### src/sv/pec10_pkg.sv
// Package for the PEC10 frame check/generate unit: item types, opcodes,
// CRC constants and the bit/byte/finish update functions. No dependencies.
`default_nettype none

package pec10_pkg;

	localparam int PEC_W = 10;
	localparam int CNT_W = 6;

	localparam logic [PEC_W-1:0] PEC_POLY = 10'h08F;
	localparam logic [PEC_W-1:0] PEC_SEED = 10'd16;

	typedef enum logic [1:0] {
		OP_DATA  = 2'd0,
		OP_CHECK = 2'd1,
		OP_GEN   = 2'd2
	} pec10_op_t;

	typedef struct packed {
		logic [1:0]  opcode;
		logic [7:0]  data_byte;
		logic [15:0] trailer_word;
		logic [5:0]  count_to_send;
	} pec10_in_t;

	typedef struct packed {
		logic [9:0]  pec_value;
		logic [15:0] frame_trailer;
		logic        checksum_ok;
		logic [5:0]  count_received;
	} pec10_out_t;

	function automatic logic [PEC_W-1:0] pec_bit_step(input logic [PEC_W-1:0] r);
		logic [PEC_W-1:0] s;
		s = {r[PEC_W-2:0], 1'b0};
		if (r[PEC_W-1]) begin
			s = s ^ PEC_POLY;
		end
		return s;
	endfunction

	function automatic logic [PEC_W-1:0] pec_byte(input logic [PEC_W-1:0] r,
			input logic [7:0] b);
		logic [PEC_W-1:0] s;
		s = r ^ {b, 2'b00};
		for (int k = 0; k < 8; k++) begin
			s = pec_bit_step(s);
		end
		return s;
	endfunction

	function automatic logic [PEC_W-1:0] pec_finish(input logic [PEC_W-1:0] r,
			input logic [CNT_W-1:0] cnt);
		logic [PEC_W-1:0] s;
		s = r ^ {cnt, 4'b0000};
		for (int k = 0; k < CNT_W; k++) begin
			s = pec_bit_step(s);
		end
		return s;
	endfunction

endpackage

`default_nettype wire

### src/sv/pec10_in_stage.sv
// Input register stage of the PEC10 unit.
// Depends on pec10_pkg for the input item type.
`default_nettype none

module pec10_in_stage (
	input  wire logic              clk,
	input  wire logic              arst_n,
	input  wire logic              src_valid,
	input  wire pec10_pkg::pec10_in_t src_item,
	output logic                   src_stall,
	input  wire logic              advance,
	output logic                   valid_s1,
	output pec10_pkg::pec10_in_t   item_s1
);
	import pec10_pkg::*;

	assign src_stall = valid_s1 && !advance;

	always_ff @(posedge clk or negedge arst_n) begin
		if (!arst_n) begin
			valid_s1 <= 1'b0;
		end else if (!src_stall) begin
			valid_s1 <= src_valid;
		end
	end

	always_ff @(posedge clk) begin
		if (src_valid && !src_stall) begin
			item_s1 <= src_item;
		end
	end

endmodule

`default_nettype wire

### src/sv/pec10_crc_engine.sv
// CRC state and result computation of the PEC10 unit.
// Depends on pec10_pkg for types, opcodes and update functions.
`default_nettype none

module pec10_crc_engine (
	input  wire logic              clk,
	input  wire logic              arst_n,
	input  wire logic              valid_s1,
	input  wire pec10_pkg::pec10_in_t item_s1,
	input  wire logic              slot_free,
	output logic                   advance,
	output logic                   res_load,
	output pec10_pkg::pec10_out_t  res_next
);
	import pec10_pkg::*;

	logic [PEC_W-1:0] crc_q;
	logic             is_check;
	logic             is_gen;
	logic [CNT_W-1:0] fold_cnt;
	logic [PEC_W-1:0] pec;

	assign is_check = (item_s1.opcode == OP_CHECK);
	assign is_gen   = (item_s1.opcode == OP_GEN);
	assign advance  = !(is_check || is_gen) || slot_free;
	assign res_load = valid_s1 && (is_check || is_gen) && slot_free;

	assign fold_cnt = is_check ? item_s1.trailer_word[15:10] : item_s1.count_to_send;
	assign pec      = pec_finish(crc_q, fold_cnt);

	always_comb begin
		res_next.pec_value = pec;
		if (is_check) begin
			res_next.frame_trailer  = 16'd0;
			res_next.checksum_ok    = (pec == item_s1.trailer_word[9:0]);
			res_next.count_received = item_s1.trailer_word[15:10];
		end else begin
			res_next.frame_trailer  = {item_s1.count_to_send, pec};
			res_next.checksum_ok    = 1'b0;
			res_next.count_received = '0;
		end
	end

	always_ff @(posedge clk or negedge arst_n) begin
		if (!arst_n) begin
			crc_q <= PEC_SEED;
		end else if (valid_s1 && advance) begin
			case (item_s1.opcode)
				OP_DATA:  crc_q <= pec_byte(crc_q, item_s1.data_byte);
				OP_CHECK: crc_q <= PEC_SEED;
				OP_GEN:   crc_q <= PEC_SEED;
				default:  crc_q <= crc_q;
			endcase
		end
	end

endmodule

`default_nettype wire

### src/sv/pec10_out_stage.sv
// Result register of the PEC10 unit.
// Depends on pec10_pkg for the result item type.
`default_nettype none

module pec10_out_stage (
	input  wire logic               clk,
	input  wire logic               arst_n,
	input  wire logic               res_load,
	input  wire pec10_pkg::pec10_out_t res_next,
	output logic                    slot_free,
	output logic                    res_valid,
	input  wire logic               res_stall,
	output pec10_pkg::pec10_out_t   res_item
);
	import pec10_pkg::*;

	logic res_valid_q;

	assign slot_free = !res_valid_q || !res_stall;
	assign res_valid = res_valid_q;

	always_ff @(posedge clk or negedge arst_n) begin
		if (!arst_n) begin
			res_valid_q <= 1'b0;
		end else if (slot_free) begin
			res_valid_q <= res_load;
		end
	end

	always_ff @(posedge clk) begin
		if (res_load) begin
			res_item <= res_next;
		end
	end

endmodule

`default_nettype wire

### src/sv/pec10_frame_check_generate_unit.sv
// PEC10 frame check/generate unit: takes one item per clock, data bytes fold into a
// 10-bit CRC (poly 0x8F, seed 16) and give no result; a finish item (check or generate)
// folds in the 6-bit command count, emits one result via the input and result registers
// and re-seeds the CRC. Sustained rate is one item per cycle, set by the combinational
// byte and finish update of the CRC register; input stalls only while a result waits.
// Top level; depends on pec10_pkg, pec10_in_stage, pec10_crc_engine, pec10_out_stage.
`default_nettype none

module pec10_frame_check_generate_unit (
	input  wire logic                  clk,
	input  wire logic                  arst_n,
	input  wire logic                  src_valid,
	output logic                       src_stall,
	input  wire pec10_pkg::pec10_in_t  src_item,
	output logic                       res_valid,
	input  wire logic                  res_stall,
	output pec10_pkg::pec10_out_t      res_item
);
	import pec10_pkg::*;

	logic       advance;
	logic       valid_s1;
	pec10_in_t  item_s1;
	logic       slot_free;
	logic       res_load;
	pec10_out_t res_next;

	pec10_in_stage u_in (
		.clk       (clk),
		.arst_n    (arst_n),
		.src_valid (src_valid),
		.src_item  (src_item),
		.src_stall (src_stall),
		.advance   (advance),
		.valid_s1  (valid_s1),
		.item_s1   (item_s1)
	);

	pec10_crc_engine u_crc (
		.clk       (clk),
		.arst_n    (arst_n),
		.valid_s1  (valid_s1),
		.item_s1   (item_s1),
		.slot_free (slot_free),
		.advance   (advance),
		.res_load  (res_load),
		.res_next  (res_next)
	);

	pec10_out_stage u_out (
		.clk       (clk),
		.arst_n    (arst_n),
		.res_load  (res_load),
		.res_next  (res_next),
		.slot_free (slot_free),
		.res_valid (res_valid),
		.res_stall (res_stall),
		.res_item  (res_item)
	);

endmodule

`default_nettype wire

### config.mk
export PLATFORM = sky130hd
export DESIGN_NAME = pec10_frame_check_generate_unit
export DESIGN_NICKNAME = d
export VERILOG_FILES = /design/src/sv/pec10_pkg.sv /design/src/sv/pec10_in_stage.sv /design/src/sv/pec10_crc_engine.sv /design/src/sv/pec10_out_stage.sv /design/src/sv/pec10_frame_check_generate_unit.sv
export SDC_FILE = /design/constraint.sdc
export NUM_CORES = 1
export LEC_CHECK = 0
export BUFFER_PORTS_ARGS = -buffer_cell sky130_fd_sc_hd__buf_4
export CORE_MARGIN = 4
export CORE_UTILIZATION = 40
export CTS_BUF_LIST = sky130_fd_sc_hd__clkbuf_16
export DETAILED_ROUTE_END_ITERATION = 10
export SLEW_MARGIN = 20
export SYNTH_ARGS = -nofsm -noshare
export SYNTH_HDL_FRONTEND = slang
export SYNTH_SLANG_ARGS = --single-unit
### constraint.sdc
create_clock -name clk -period 2.7 [get_ports clk]
set_input_delay 0 -clock clk [delete_from_list [all_inputs] [get_ports clk]]
set_output_delay 0 -clock clk [all_outputs]
set_load 0.01 [all_outputs]
### Word-level counts from Yosys, hierarchy flattened

Cells that the tools add are included.

| word-level totals | value |
|---|---|
| register bits after elaboration | 77 |
| logic and storage cells | 77 |

| operators by class | value |
|---|---|
| eq/ne operators | 3 |
| mux-type cells | 30 |
| bitwise gates (word level) | 16 |
| reductions and logical operators | 17 |

Operators by type and width:

| cell | number |
|---|---|
| $mux W10 | 14 |
| $mux W8 | 14 |
| $not A5 Y5 | 14 |
| $pmux W10 S2 | 1 |
| $xor A10 B10 Y10 | 2 |
| $eq A10 B10 Y1 | 1 |
| $mux W6 | 1 |
| $logic_and A1 B1 Y1 | 5 |
| $logic_not A1 Y1 | 5 |
| $logic_or A1 B1 Y1 | 3 |
| $eq A2 B1 Y1 const B | 1 |
| $eq A2 B2 Y1 const B | 1 |
| $logic_not A2 Y1 | 1 |
| $reduce_and A2 Y1 | 1 |
| $reduce_bool A2 Y1 | 1 |
| $reduce_or A2 Y1 | 1 |

### Depth between registers and ports, before layout

Gate-level depths: netlist (run 1).

| depth | value |
|---|---|
| word-level depth | 33 |
| gate-level depth with buffers | 10 |

### Cells and area by module

From an unflattened synthesis (run 1), not the netlist that was laid out.

| unflattened totals | value |
|---|---|
| cell total of the unflattened synthesis | 229 |
| area, all modules | 3,579.7 sq um |

Modules (own cells, without submodules):

| module | times used | cells an instance | area each (sq um) |
|---|---|---|---|
| pec10_crc_engine | 1 | 156 | 1,534.0 |
| pec10_out_stage | 1 | 36 | 1,027.2 |
| pec10_in_stage | 1 | 37 | 1,018.5 |

### Worst setup path after synthesis (run 1)

Ideal clock, no wire load.

| timing | value |
|---|---|
| path kind | register to register |
| start point | reg u_in.item_s1[30] (netlist name) |
| end point | reg u_out.res_item[0] (netlist name) |
| arrival time | 2.502 ns |
| data required time | 2.266 ns |
| slack | -0.236 ns |
| cell stages (with the launch flop) | 4 |
| buffers on the path | 0 |
| clock period less this slack | 2.936 ns |
| cell sequence | edfxtp_1 -> ha_1 -> nand2b_1 -> a21oi_1 |

| between the ends | value |
|---|---|
| longest elaborated chain between the ends | 4 |
| elaborated cells between the ends (all ways) | 5 |
| those cells by class | eq/ne: 2; reduce/logical: 3 |

Ends and longest elaborated chain:

| element | line | RTL |
|---|---|---|
| $eq A2 B1 Y1 / $eq A2 B2 Y1 (equally long branches) | pec10_crc_engine.sv:23, pec10_crc_engine.sv:24 |  |
| $logic_or A1 B1 Y1 * | pec10_crc_engine.sv:26 | `assign res_load = valid_s1 && (is_check \|\| is_gen) && slot_free;` |
| $logic_and A1 B1 Y1 * (2 in a row) | pec10_crc_engine.sv:26 |  |
| named net res_load | pec10_frame_check_generate_unit.sv:25 | `logic res_load;` |

Mark *: on every way through the listed nets, which the timed path passes. The rest lies on a longest branch.
A chain may end at the register's enable or synchronous reset.

==> summary.md, run 1 <==
| Metric | Value |
|---|---|
| Outcome | `completed` |
| First-pass GRT wire length | `10.06 mm` |
| Worst path arrival time | `2.73 ns` |
| Sum of buffers and inverters on the critical path | `2` |
| Clock slew at reported path FFs | `roughly 0.060 ns` |
| GRT Residual Overflow | `0` |
| CP endpoint kind | `flop` |
| Synthesized area per cell | `15.14 sq um` |
| Worst Path Max Fanout | `8` |
| Via/cell ratio | `4.519` |
| Die height | `101.3 um` |
| GP Congestion | `0.7591` |
| Num rows | `33` |
| Root Driver | `clkbuf_16` |
| Number of global-route vias before repair | `2,115` |
| Unrepaired setup endpoints after global routing | `no` |
| Reg-to-reg slack, setup | `0.17 ns` |
| Via count | `2,124` |
| Metal-1 WL | `2.734 mm` |
| Input/output buffers | `70` |
| Die Width | `101.3 um` |
| Layout net count | `just under 400` |
| DR WL met3 | `roughly 320 um` |
| Sink Count | `77` |
| Worst slew margin | `55.72%` |
| Initial Util | `41.75%` |
| Dpl hpwl | `~4.4 mm` |
| Pin count of the biggest net entering global routing | `34` |
| Yosys reg bits | `between 70 and 80` |
| WL per Instance | `14.09 um` |
| Antenna cell count | `0` |
| Worst r2r dst | `u_out.res_item[6]$_SDFFCE_PN0P_` |
| Cells after Synth | `230` |
| Setup CP Type | `flop to flop` |
| Fin crit period | `2.535 ns` |
| VDD IR max | `0.5555 mV` |
| Synth Area in Compound Gates | `under 10%` |
| TritonCTS clock tree | `done` |
| Register area share after synthesis | `64.71%` |
| Synthesized-area fraction occupied by adder cells | `0.7186%` |
| Req. time, crit path | `a little under 3 ns` |
| Syn. warnings | `0` |
| HP Class | `primary input to asynchronous set/reset pin` |
| Layout cells sized above 1 | `35.34%` |
| Final Hold Viols | `0` |
| GRT Overall Usage | `13.01%` |
| Peak Freq | `0.3945 GHz` |
| Met2 wire length | `between 3 and 4 mm` |
| Netlist Area Pre-Place | `around 3500 sq um` |
| Startpoint types | `flop` |
| Clock Path Buffers | `2` |
| Clock skew | `about 0.006 ns` |
| Antenna-violating nets left | `0` |
| Main combinational cell family by area after synthesis | `XOR/XNOR gates` |
| Worst path slowest cell | `edfxtp_1` |
| Post-Synth XOR/XNOR Area | `20.48%` |
| CTS buffer count | `9` |
| Worst-Margin Slew | `0.6598 ns` |
| Cell mode on critical path | `xnor2_4` |
| Worst r2r src | `u_in.item_s1[31]$_DFFE_PP_` |
| Routed WL | `around 6.6 mm` |
| Drt first pass iters | `4` |
| P&R area growth vs syn | `45.38%` |
| DP Area | `4193 sq um` |
| # DRC | `0` |
| Leak | `0.002006 uW` |
| Crit path cell chain | `inv_1, ha_4, buf_12, mux2i_4, xnor2_4, xnor2_4, xnor2_4, or3_1, a22oi_1, and3_1` |
| Fin. max-slew vios | `0` |
| Cells on worst reg2reg path | `10` |
| DIE AREA | `10,260 sq um` |
| Crit-path max cell delay | `0.39 ns` |
| Fillers | `649` |
| Syn Nets | `roughly 270` |
| Final Cycle Share | `93.88%` |
| Initial antenna violation count | `0` |
| CP Depth | `10` |
| Final setup viols | `0` |
| Setup TNS Final | `0 ns` |
| Number of DRC markers in iteration 0 | `64` |
| CTS H-tree lvls | `3` |
| Clock Latency Late Sink | `0.33 ns` |
| WHS | `0.04017 ns` |
| I/O Pins | `71` |
| Design Area, Final | `5062 sq um` |
| Cell variety after synth | `28` |
| Pwr dens | `1168 nW/um^2` |
| Top cell family by delay on the critical path | `XOR/XNOR gates` |
| CORE AREA | `8341 sq um` |
| Top Metal Used | `met4` |
| Max cap viols | `0` |
| Mux cell area share after synthesis | `2.803%` |
| Area share of and/or/nand/nor cells after synthesis | `7.510%` |
-- cell usage after synthesis --
cell type,count,area share [%]
edfxtp_1,65,56
clkbuf_1,3,0.32
nand3_1,2,0.29
ha_1,2,0.72
nand2b_1,2,0.36
xnor2_2,7,3.3
a21oi_1,2,0.29
xor2_1,19,4.8
mux2i_4,1,0.65
nor2_1,6,0.65
nand2_1,11,1.2
inv_1,7,0.75
and2_1,8,1.4
dfstp_2,1,0.75
xnor2_4,3,2.4
and3_1,1,0.18
o31ai_1,2,0.43
mux2i_2,4,1.6
nor4_1,1,0.18
mux2i_1,2,0.57
or2_2,1,0.18
xnor2_1,40,10
or3_1,2,0.36
nor2b_1,15,2.7
dfrtp_1,11,7.9
o21ai_0,10,1.4
buf_6,1,0.32
a22oi_1,1,0.22
-- stage by stage --
stage               std cells  utilization, %  setup WS, ns  power, uW
detailed placement        408           50.27       0.05040       4396
floorplan                 230               -        0.2714       3734
global placement          408           50.27       0.09650       4382
finish                    470           60.70        0.1653       5912
CTS                       459           58.37       0.03707       5731
global route              470           60.70       0.02634       6307
-- worst register-to-register path, stage by stage (launching register included) --
cell      delay (ns)
edfxtp_1        0.39
inv_1           0.11
ha_4            0.15
buf_12          0.15
mux2i_4         0.29
xnor2_4         0.18
xnor2_4         0.35
xnor2_4         0.13
or3_1           0.35
a22oi_1         0.15
and3_1          0.17
-- layout by cell type (no fill, tap or decap), types with 2 or more instances in the layout --
cell and count:
nor2_1 6, xnor2_2 8, bufinv_16 2, nand2b_1 2, mux2i_2 3, nand3_1 2
dlygate4sd3_1 35, clkbuf_16 10, dfrtp_1 11, and2_1 8, inv_1 7, edfxtp_1 65
clkinv_4 4, xnor2_4 5, or3_1 2, o21ai_0 9, mux2i_4 3, o31ai_1 2
nor2b_1 15, xor2_1 17, buf_4 85, nand2_1 11, xnor2_1 37, xor2_2 2
-- registers in the layout, summed over array words and instances, names as in the netlist --
register         flops
u_crc.crc_q         10
u_in.item_s1        32
u_in.valid_s1        1
u_out.res_item      33
u_out.res_valid      1
-- logic make-up after synthesis --
kind of cell	Yosys count
buf+inv	11
compound gates	15
mux	7
xor+xnor	69
flops	77
simple gates	49
fa+ha+maj	2
-- worst max path at each step --
stage / slack, ns / start / to
4_1_cts: 0.04 / u_in.item_s1[31]$_DFFE_PP_ / u_out.res_item[6]$_SDFFCE_PN0P_
5_1_grt: 0.03 / u_in.item_s1[31]$_DFFE_PP_ / u_out.res_item[6]$_SDFFCE_PN0P_
3_3_place_gp: 0.1 / u_in.item_s1[31]$_DFFE_PP_ / u_out.res_item[6]$_SDFFCE_PN0P_
2_1_floorplan: 0.27 / u_in.item_s1[31]$_DFFE_PP_ / u_out.res_item[6]$_SDFFCE_PN0P_
6_report: 0.17 / u_in.item_s1[31]$_DFFE_PP_ / u_out.res_item[6]$_SDFFCE_PN0P_
3_5_place_dp: 0.05 / u_in.item_s1[31]$_DFFE_PP_ / u_out.res_item[6]$_SDFFCE_PN0P_
-- cell type report --
class                      count  area (sq um)  area share [%]
multi-input combinational    142          1285           25.38
tap                          105         131.4           2.595
clock inverter                 7         100.1           1.977
clock buffer                   9         225.2           4.449
inverter                       7         26.28          0.5190
sequential                    77          2253           44.51
timing repair buffer         123          1041           20.56
-- metal layers --
layer / vias up / track usage, %
met1: 1012 / 15.49
li1: 1047 / -
met5: - / 0
met2: 54 / 22.59
met3: 11 / 3.581
met4: 0 / 4.601
-- what timing repair did --
action,4_1_cts,5_1_grt
setup buffers,0,10
setup endpoints to repair,0,2
hold buffers,35,0
resized for setup,0,12
hold endpoints to repair,46,0
-- report_power, final --
group	internal, uW	switching [uW]	total, uW	leakage, uW
combinational	1450	1310	2760	0.00107
sequential	1710	162	1870	0.000773
clock	813	467	1280	0.000160
Note: power is estimated with default switching activity, not from simulation.
==> run 2: changes to the inputs <==
--- a/config.mk
+++ b/config.mk
@@ -10,6 +10,7 @@
 export CORE_UTILIZATION = 40
 export CTS_BUF_LIST = sky130_fd_sc_hd__clkbuf_16
 export DETAILED_ROUTE_END_ITERATION = 10
+export SETUP_SLACK_MARGIN = 0.3
 export SLEW_MARGIN = 20
 export SYNTH_ARGS = -nofsm -noshare
 export SYNTH_HDL_FRONTEND = slang
==> summary.md, run 2 (synthesis results as in run 1) <==
| Metric | Value |
|---|---|
| TritonCTS clock tree | `done` |
| VDD IR max | `0.5200 mV` |
| HP Class | `primary input to asynchronous set/reset pin` |
| Leak | `slightly above 0.002 uW` |
| Top reg by flops | `u_out.res_item` |
| Outcome | `completed` |
| DR WL met3 | `361 um` |
| Dpl hpwl | `4.556 mm` |
| Final Hold Viols | `0` |
| Initial antenna violation count | `0` |
| Clock share of power | `roughly 19%` |
| Most common cell after layout, fill and taps aside | `buf_4` |
| Most frequent cells in the layout | `89 x buf_4, 65 x edfxtp_1, 35 x xnor2_1, 35 x dlygate4sd3_1, 15 x nor2b_1` |
| # placed instances | `410` |
| CTS H-tree lvls | `3` |
| WL per Instance | `14.04 um` |
| Root Driver | `clkbuf_16` |
| Worst slew margin | `70.24%` |
| Initial Util | `41.75%` |
| GRT Residual Overflow | `0` |
| Internal | `~4000 uW` |
| GRT Overall Usage | `13.61%` |
| Final setup viols | `0` |
| Via count | `2,114` |
| Via/cell ratio | `4.460` |
| Setup CP Type | `flop to flop` |
| Final Cycle Share | `94.18%` |
| Sw Ratio | `between 30 and 40%` |
| Flop pwr share | `31.3%` |
| Antenna-violating nets left | `0` |
| Input/output buffers | `70` |
| Clock Path Buffers | `2` |
| Sink Count | `77` |
| Num rows | `33` |
| Top Metal Used | `met4` |
| Worst Path Max Fanout | `7` |
| CORE AREA | `between 8000 and 9000 sq um` |
| Fin cells | `474` |
| Antenna cell count | `0` |
| Drt first pass iters | `4` |
| Req. time, crit path | `2.90 ns` |
| Pwr dens | `1172 nW/um^2` |
| Layout net count | `402` |
| Fin. max-slew vios | `0` |
| I/O Pins | `71` |
| Worst path arrival time | `between 2 and 3 ns` |
| # DRC | `0` |
| Fin crit period | `between 2 and 3 ns` |
| Met2 wire length | `3.427 mm` |
| Clock skew | `0.004329 ns` |
| CTS buffer count | `9` |
| P&R area growth vs syn | `47.14%` |
| Worst-Margin Slew | `0.4432 ns` |
| Clock slew at reported path FFs | `around 0.06 ns` |
| Max cap viols | `0` |
| Psw | `1996 uW` |
| CP endpoint kind | `flop` |
| Startpoint types | `flop` |
| First-pass GRT wire length | `10.55 mm` |
| Routed WL | `6.653 mm` |
| Max reg flops | `33` |
| Number of DRC markers in iteration 0 | `48` |
| DIE AREA | `10,260 sq um` |
| Unrepaired setup endpoints after global routing | `yes` |
| Peak Freq | `0.3933 GHz` |
| Largest regs | `u_out.res_item: 33 flops, u_in.item_s1: 32 flops, u_crc.crc_q: 10 flops` |
| Die Width | `101.3 um` |
| Die height | `around 100 um` |
| Layout cells sized above 1 | `37.13%` |
| Pin count of the biggest net entering global routing | `34` |
| Metal-1 WL | `2.792 mm` |
| Setup TNS Final | `0 ns` |
| Number of global-route vias before repair | `about 2,200` |
| Clock Latency Late Sink | `0.33 ns` |
| Combinational power share | `49.4%` |
| GP Congestion | `0.7941` |
## run 2: metal layers
layer / GRT usage [%] / vias to the layer above
met5: 0 / -
met4: 4.192 / 0
met3: 4.752 / 6
met2: 22.54 / 54
met1: 16.81 / 1002
li1: - / 1052
## run 2: final timing paths
check	end	from	depth (start not counted)	slack, ns
worst max-delay path	u_out.res_item[6]$_SDFFCE_PN0P_	u_in.item_s1[31]$_DFFE_PP_	10	0.16
worst min-delay path	u_crc.crc_q[5]$_DFFE_PN0P_	arst_n	2	0.04
worst max register to register	u_out.res_item[6]$_SDFFCE_PN0P_	u_in.item_s1[31]$_DFFE_PP_	10	0.16
worst min register to register	u_crc.crc_q[4]$_DFFE_PN1P_	u_crc.crc_q[4]$_DFFE_PN1P_	2	0.52
max in group asynchronous	u_crc.crc_q[4]$_DFFE_PN1P_	arst_n	2	2.43
min in group clk	u_in.item_s1[28]$_DFFE_PP_	src_item[28]	2	0.38
## run 2: critical path, cell delays in order, from the launching register on
cell and delay [ns]:
edfxtp_1 0.40, inv_1 0.07, ha_2 0.19, buf_12 0.16, mux2i_4 0.30, xnor2_4 0.13
xnor2_4 0.33, xnor2_4 0.14, or3_1 0.37, a22oi_2 0.13, and3_1 0.16
## run 2: timing repair
| item | CTS | global route |
|---|---|---|
| hold buffers | 35 | 0 |
| resized for setup | 9 | 12 |
| pin swaps | 9 | 9 |
| gates cloned | 0 | 0 |
| buffers inserted | 10 | 3 |
| endpoints found under the hold margin | 46 | 0 |
| setup endpoints to repair | 5 | 7 |
## run 2: stage by stage
step / utilization [%] / cell area [sq um] / hold WS (ns) / power [uW] / worst slack [ns]
after floorplan: - / 3502 / -0.2956 / 3748 / 0.3089
after global placement: 50.65 / 4224 / -0.1495 / 4388 / 0.1311
after detailed placement: 50.65 / 4224 / -0.1477 / 4409 / 0.05025
after CTS: 60.10 / 5012 / 0.03952 / 5811 / 0.1629
after global routing: 61.43 / 5124 / 0.04469 / 6392 / 0.03690
final: 61.43 / 5124 / 0.04410 / 6003 / 0.1571
## run 2: power by group through the flow
stage	clock [uW]	sequential, uW	combinational, uW
floorplan	0	1940	1810
global placement	0	1890	2490
detailed placement	0	1900	2510
CTS	1180	1880	2750
global route	1240	1910	3250
finish	1160	1880	2960
## run 2: layout make-up
class / instances / area [sq um]
clock buffer: 9 / 225.2
sequential: 77 / 2253
inverter: 7 / 26.28
timing repair buffer: 127 / 1055
multi-input combinational: 142 / 1366
clock inverter: 7 / 66.31
tap: 105 / 131.4
fill: 643 / 3217
